File: src/rtl/core/rkp_pkg.sv
package rkp_pkg;

	// field widths
	localparam int FRAC_BITS = 16;
	localparam int VAL_W     = 32;
	localparam int COEF_W    = 48;
	localparam int P_W       = 48;
	localparam int ST_W      = 2;
	localparam int CFG_IDX_W = 2;

	// square root of t * 2^FRAC_BITS, one result bit per stage
	localparam int SQX_W = VAL_W + FRAC_BITS;
	localparam int SQ_W  = (SQX_W + 1) / 2;
	localparam int SQP_W = 2 * SQ_W;
	localparam int SQR_W = SQ_W + 2;

	// denominator of the attraction term: sqrt(t) * v * (v + b)
	localparam int SV_W  = SQ_W + VAL_W;
	localparam int VPB_W = VAL_W + 1;
	localparam int DEN_W = SV_W + VPB_W;

	// numerators: a * 2^(3F) and R * t
	localparam int NUM_W = COEF_W + 3 * FRAC_BITS;
	localparam int RT_W  = 2 * VAL_W;

	typedef enum logic [ST_W-1:0] {
		ST_OK       = 2'd0,
		ST_BADIN    = 2'd1,
		ST_SINGULAR = 2'd2,
		ST_SAT      = 2'd3
	} status_t;

	typedef enum logic [CFG_IDX_W-1:0] {
		CFG_GAS   = 2'd0,
		CFG_ATTR  = 2'd1,
		CFG_COVOL = 2'd2,
		CFG_NONE  = 2'd3
	} cfg_idx_t;

	// operands that travel beside the square root
	typedef struct packed {
		logic [VAL_W-1:0] vol;
		logic [VPB_W-1:0] vpb;
		logic [VAL_W-1:0] vmb;
		logic [RT_W-1:0]  rt;
		status_t          status;
	} side_t;

	localparam logic [P_W-1:0] P_MAX = {1'b0, {(P_W-1){1'b1}}};
	localparam logic [P_W-1:0] P_MIN = {1'b1, {(P_W-1){1'b0}}};

endpackage

File: src/rtl/core/rkp_sqrt.sv
module rkp_sqrt import rkp_pkg::*; (
	input  logic             clk,
	input  logic             arst_n,
	input  logic             en,
	input  logic             vld_in,
	input  logic [VAL_W-1:0] temp_in,
	input  side_t            side_in,
	output logic             vld_out,
	output logic [SQ_W-1:0]  root_out,
	output side_t            side_out
);

	logic [SQR_W-1:0] rem_s  [0:SQ_W];
	logic [SQ_W-1:0]  root_s [0:SQ_W];
	logic [SQP_W-1:0] x_s    [0:SQ_W];
	side_t            side_s [0:SQ_W];
	logic             vld_s  [0:SQ_W];

	// stage zero is the incoming word
	assign rem_s[0]  = '0;
	assign root_s[0] = '0;
	assign x_s[0]    = SQP_W'({temp_in, {FRAC_BITS{1'b0}}});
	assign side_s[0] = side_in;
	assign vld_s[0]  = vld_in;

	for (genvar k = 0; k < SQ_W; k++) begin : g_stage
		logic [SQR_W-1:0] rsh;
		logic [SQR_W-1:0] trial;

		// bring down two radicand bits, try the next root bit
		always_comb begin
			rsh   = {rem_s[k][SQR_W-3:0], x_s[k][SQP_W-1 -: 2]};
			trial = {root_s[k], 2'b01};
		end

		always_ff @(posedge clk or negedge arst_n) begin
			if (!arst_n) begin
				vld_s[k+1] <= 1'b0;
			end else if (en) begin
				vld_s[k+1] <= vld_s[k];
			end
		end

		always_ff @(posedge clk) begin
			if (en) begin
				if (rsh >= trial) begin
					rem_s[k+1]  <= rsh - trial;
					root_s[k+1] <= {root_s[k][SQ_W-2:0], 1'b1};
				end else begin
					rem_s[k+1]  <= rsh;
					root_s[k+1] <= {root_s[k][SQ_W-2:0], 1'b0};
				end
				x_s[k+1]    <= {x_s[k][SQP_W-3:0], 2'b00};
				side_s[k+1] <= side_s[k];
			end
		end
	end

	assign vld_out  = vld_s[SQ_W];
	assign root_out = root_s[SQ_W];
	assign side_out = side_s[SQ_W];

endmodule

File: config.mk
export PLATFORM = sky130hd
export DESIGN_NAME = rkp_sqrt
export DESIGN_NICKNAME = d
export VERILOG_FILES = /design/src/rtl/core/rkp_pkg.sv /design/src/rtl/core/rkp_sqrt.sv
export SDC_FILE = /design/constraint.sdc
export NUM_CORES = 2
export LEC_CHECK = 0
export ABC_CLOCK_PERIOD_IN_PS = 3100
export BUFFER_PORTS_ARGS = -buffer_cell sky130_fd_sc_hd__buf_2
export CAP_MARGIN = 10
export CORE_ASPECT_RATIO = 1.75
export CORE_MARGIN = 2
export CORE_UTILIZATION = 56
export DETAILED_ROUTE_END_ITERATION = 7
export PLACE_DENSITY = 0.72
export REMOVE_ABC_BUFFERS = 1
export SETUP_SLACK_MARGIN = 0.4
export SLEW_MARGIN = 20
export SYNTH_ARGS = -nofsm -noshare
export SYNTH_HDL_FRONTEND = slang
export SYNTH_SLANG_ARGS = --single-unit
File: constraint.sdc
create_clock -name clk -period 3.1 [get_ports clk]
set_input_delay 0.155 -clock clk [delete_from_list [all_inputs] [get_ports clk]]
set_output_delay 0.155 -clock clk [all_outputs]
set_load 0.005 [all_outputs]
==> out/results.txt <==
Worst Setup Start Kind: flop
number of flip-flops and latches in the synthesized netlist: 4977
final cycle utilization of the critical path: 104%
leading cell type in the layout, fill and taps excluded: sky130_fd_sc_hd__edfxtp_1
row count: 268
worst slack, placed: -0.481 ns
I/O pin total: 387
via count: 72400
clock tree root driver cell: sky130_fd_sc_hd__clkbuf_16
share of the core filled with cells: 66.8%
total number of clock tree sinks: 4977
number of H-tree levels: 5
number of buffers and inverters on the critical path: 1
critical-path maximum fanout: 5
cell type group with the largest total delay on the critical path: simple AND/OR/NAND/NOR gates
total power divided by cell area: 722 mW/mm²
hold_sp: temp_in[31]
overall global routing resource usage: 16.0%
maximum number of pins on one net before global-route repair: 140
clock transition at the registers of the reported paths: 0.07 ns
top post-synthesis cells by area: sky130_fd_sc_hd__edfxtp_1 87%, sky130_fd_sc_hd__ha_1 2.2%, sky130_fd_sc_hd__xnor2_1 1.0%, sky130_fd_sc_hd__xor2_1 0.99%, sky130_fd_sc_hd__inv_1 0.86%
run status: complete, but fails checks
number of antenna violations at the first check in global routing: 5
Max rail drop VDD: 633 µV
final setup margin: -0.110 ns
cell taking the most area after synthesis: sky130_fd_sc_hd__edfxtp_1
Warnings, synthesis: 0
most used flip-flop cell after synthesis: sky130_fd_sc_hd__edfxtp_1
CTS buffer count: 412
chip height: 736 µm
setup-violating endpoint count in the final report: 45
violated checks: setup timing
number of stages on the worst hold path: 3
Syn Std Cell Area: 0.172 mm²
non-filler cells in the finished layout: 14300
maximum capacitance violations: 0
number of global-route vias before repair: 76200
proportion of synthesized chip area in sequential cells: 87.1%
Slew Viols, Final: 0
slowest stage cell on the critical path: sky130_fd_sc_hd__or4_4
worst flop-to-flop path startpoint: g_stage[10].rsh[15]
count of nets after finishing: 10400
CP Class: reg -> reg
area fraction of the dominant cell type after synthesis: 86.7%
area of combinational cells with multiple inputs: 0.0225 mm²
stage delay of the slowest cell on the critical path: 0.45 ns
first-pass GRT wire length: 399000 µm
async set-reset flop share out of synthesis: 0.482%
static power due to leakage: 72.9 nW
source-to-sink clock delay at the later pin of the worst-skew pair: 0.93 ns
detailed-route DRC error count: 0
overall routed net length: 253000 µm
maximum clock rate: 312 MHz
floorplan core area: 0.304 mm²
actual slew at the worst max-slew pin: 0.845 ns
Post-Synthesis Cells: 8338
hold crit path type: in -> reg
Fill cells: 19200
floorplan die area: 0.311 mm²
drt via density: 5.08
number of endpoints with negative hold slack in the final report: 0
Reg2Reg Setup Slack: -0.11 ns
Final min period: 3.21 ns
terminating pin of the worst hold path: g_stage[1].rsh[3]
final HPWL from detailed placement: 147000 µm
max_slew headroom: 43.6%
initial core utilization: 56.3%
total congestion overflow: 0
fraction of final layout cells sized beyond drive strength 1: 21.3%
final RePlAce weighted congestion: 0.889
required time reported for the critical path endpoint: 3.76 ns
drt first pass iters: 5
endpoint of the most critical register-to-register path: g_stage[11].rsh[5]
deepest clock path buffer count: 4
Cell variety after synth: 83
setup repair after global routing missed its margin: yes
commonest cells after routing, fill and taps aside: 4953 x sky130_fd_sc_hd__edfxtp_1, 432 x sky130_fd_sc_hd__buf_4, 421 x sky130_fd_sc_hd__clkbuf_16
cell total after placement: 13000
Antenna Nets Post-Route: 0
worst-case clock skew: 0.0624 ns
area overhead of the layout relative to synthesis: 18.5%
flip-flop and latch area: 0.149 mm²
count of input and output buffers: 386
critical path capture point type: flop
CTS tree: done
die width: 422 µm
Post-synth EDFFs: 4953
number of cells on the worst reg-to-reg path: 8
DRT iter0 DRCs: 3947
routed length per placed instance: 17.7 µm
arrival time of the worst setup path: 3.87 ns
Post-Syn Area per Cell: 20.6 µm²
cells along the critical path: nor4_4 -> or3b_4 -> or4_4 -> nor3_4 -> o311ai_4 -> or3_4 -> buf_12 -> mux2_4
-- power by group --
part,total (mW),internal (mW),switching [mW],leakage (nW)
Sequential,82.4,80.2,2.27,48.5
Clock,50.4,28.1,22.3,6.40
Combinational,13.9,6.50,7.41,18.0
-- final cells by class --
cell class              instances  area share (%)
diodes                          1         0.00123
multi-input cells            2737            11.1
inverters                     395           0.731
clock buffers                 494            5.24
well taps                    4050            2.49
flip-flops and latches       4977            73.5
repair buffers               1362            5.77
clock inverters               250            1.23
-- kinds of logic after synthesis --
| family | share of synthesized area (%) |
|---|---|
| AOI/OAI and AO/OA | 3.08 |
| xor gates and xnor gates | 1.98 |
| adders and majority gates | 2.33 |
| buffers and inverters | 1.74 |
| DFF | 87.1 |
| muxes | 0.757 |
| other | 0.00219 |
| and+or+nand+nor | 3.05 |
-- layer usage --
layer	vias to the layer above	part of all wire (%)	track usage (%)
met4	0	4.2	6.81
met1	35400	38	18.4
met3	614	3.5	2.50
met5	-	0	0
met2	1389	54	29.5
li1	35000	-	-
-- synthesized netlist by cell type, types with 98 or more instances --
cell / number
sky130_fd_sc_hd__edfxtp_1: 4953
sky130_fd_sc_hd__inv_1: 395
sky130_fd_sc_hd__ha_1: 308
sky130_fd_sc_hd__nand2_1: 284
sky130_fd_sc_hd__a21oi_1: 270
sky130_fd_sc_hd__nor2_1: 250
sky130_fd_sc_hd__o21ai_0: 233
sky130_fd_sc_hd__xnor2_1: 195
sky130_fd_sc_hd__xor2_1: 193
sky130_fd_sc_hd__buf_4: 164
sky130_fd_sc_hd__a21o_1: 107
sky130_fd_sc_hd__mux2_2: 98
-- repair_timing --
item / 4_1_cts / 5_1_grt
pin swaps: 141 / 152
setup endpoints to repair: 436 / 452
hold buffers: 396 / 1
endpoints found under the hold margin: 318 / 24
buffers inserted: 53 / 101
resized for setup: 375 / 467
gates cloned: 10 / 10
-- worst register-to-register path: cells and delay by family (launching register included) --
| family | cells | cell delay (ns) |
|---|---|---|
| AO/OA/AOI/OAI | 1 | 0.16 |
| buffers and inverters | 1 | 0.17 |
| flip-flops | 1 | 0.43 |
| multiplexers | 1 | 0.29 |
| AND/OR/NAND/NOR | 5 | 1.92 |
-- how the worst max path moves through the flow --
stage / start / endpoint / slack [ns] / cells past startpoint
detailed placement: g_stage[20].rsh[2] / g_stage[21].rsh[4] / -0.48 / 13
finish: g_stage[10].rsh[15] / g_stage[11].rsh[5] / -0.11 / 8
floorplan: g_stage[14].rsh[2] / g_stage[15].rsh[23] / -2.12 / 10
global route: g_stage[22].rsh[2] / g_stage[23].rsh[19] / -0.17 / 14
global placement: g_stage[20].rsh[2] / g_stage[21].rsh[4] / -0.42 / 13
CTS: g_stage[22].trial[2] / g_stage[23].rsh[18] / -0.13 / 13
-- registers in the layout, summed over array words and instances, names as in the netlist --
signal and count:
g_stage.rsh 531, g_stage.trial 276, root_out 24, side_out 163
side_s 3749, vld_out 1, vld_s 23, x_s 210
-- stage by stage --
step	TNS [ns]	hold slack, ns	cell area [µm²]	power (mW)
after floorplan	-111.03	-0.141	170000	89.5
after global placement	-31.17	0.125	181000	94.0
after detailed placement	-44.17	0.155	181000	94.7
after CTS	-2.43	0.0192	200000	147
after global routing	-8.96	0.0632	203000	152
final	-3.04	0.120	203000	147
Note: power is estimated with default switching activity, not from simulation.
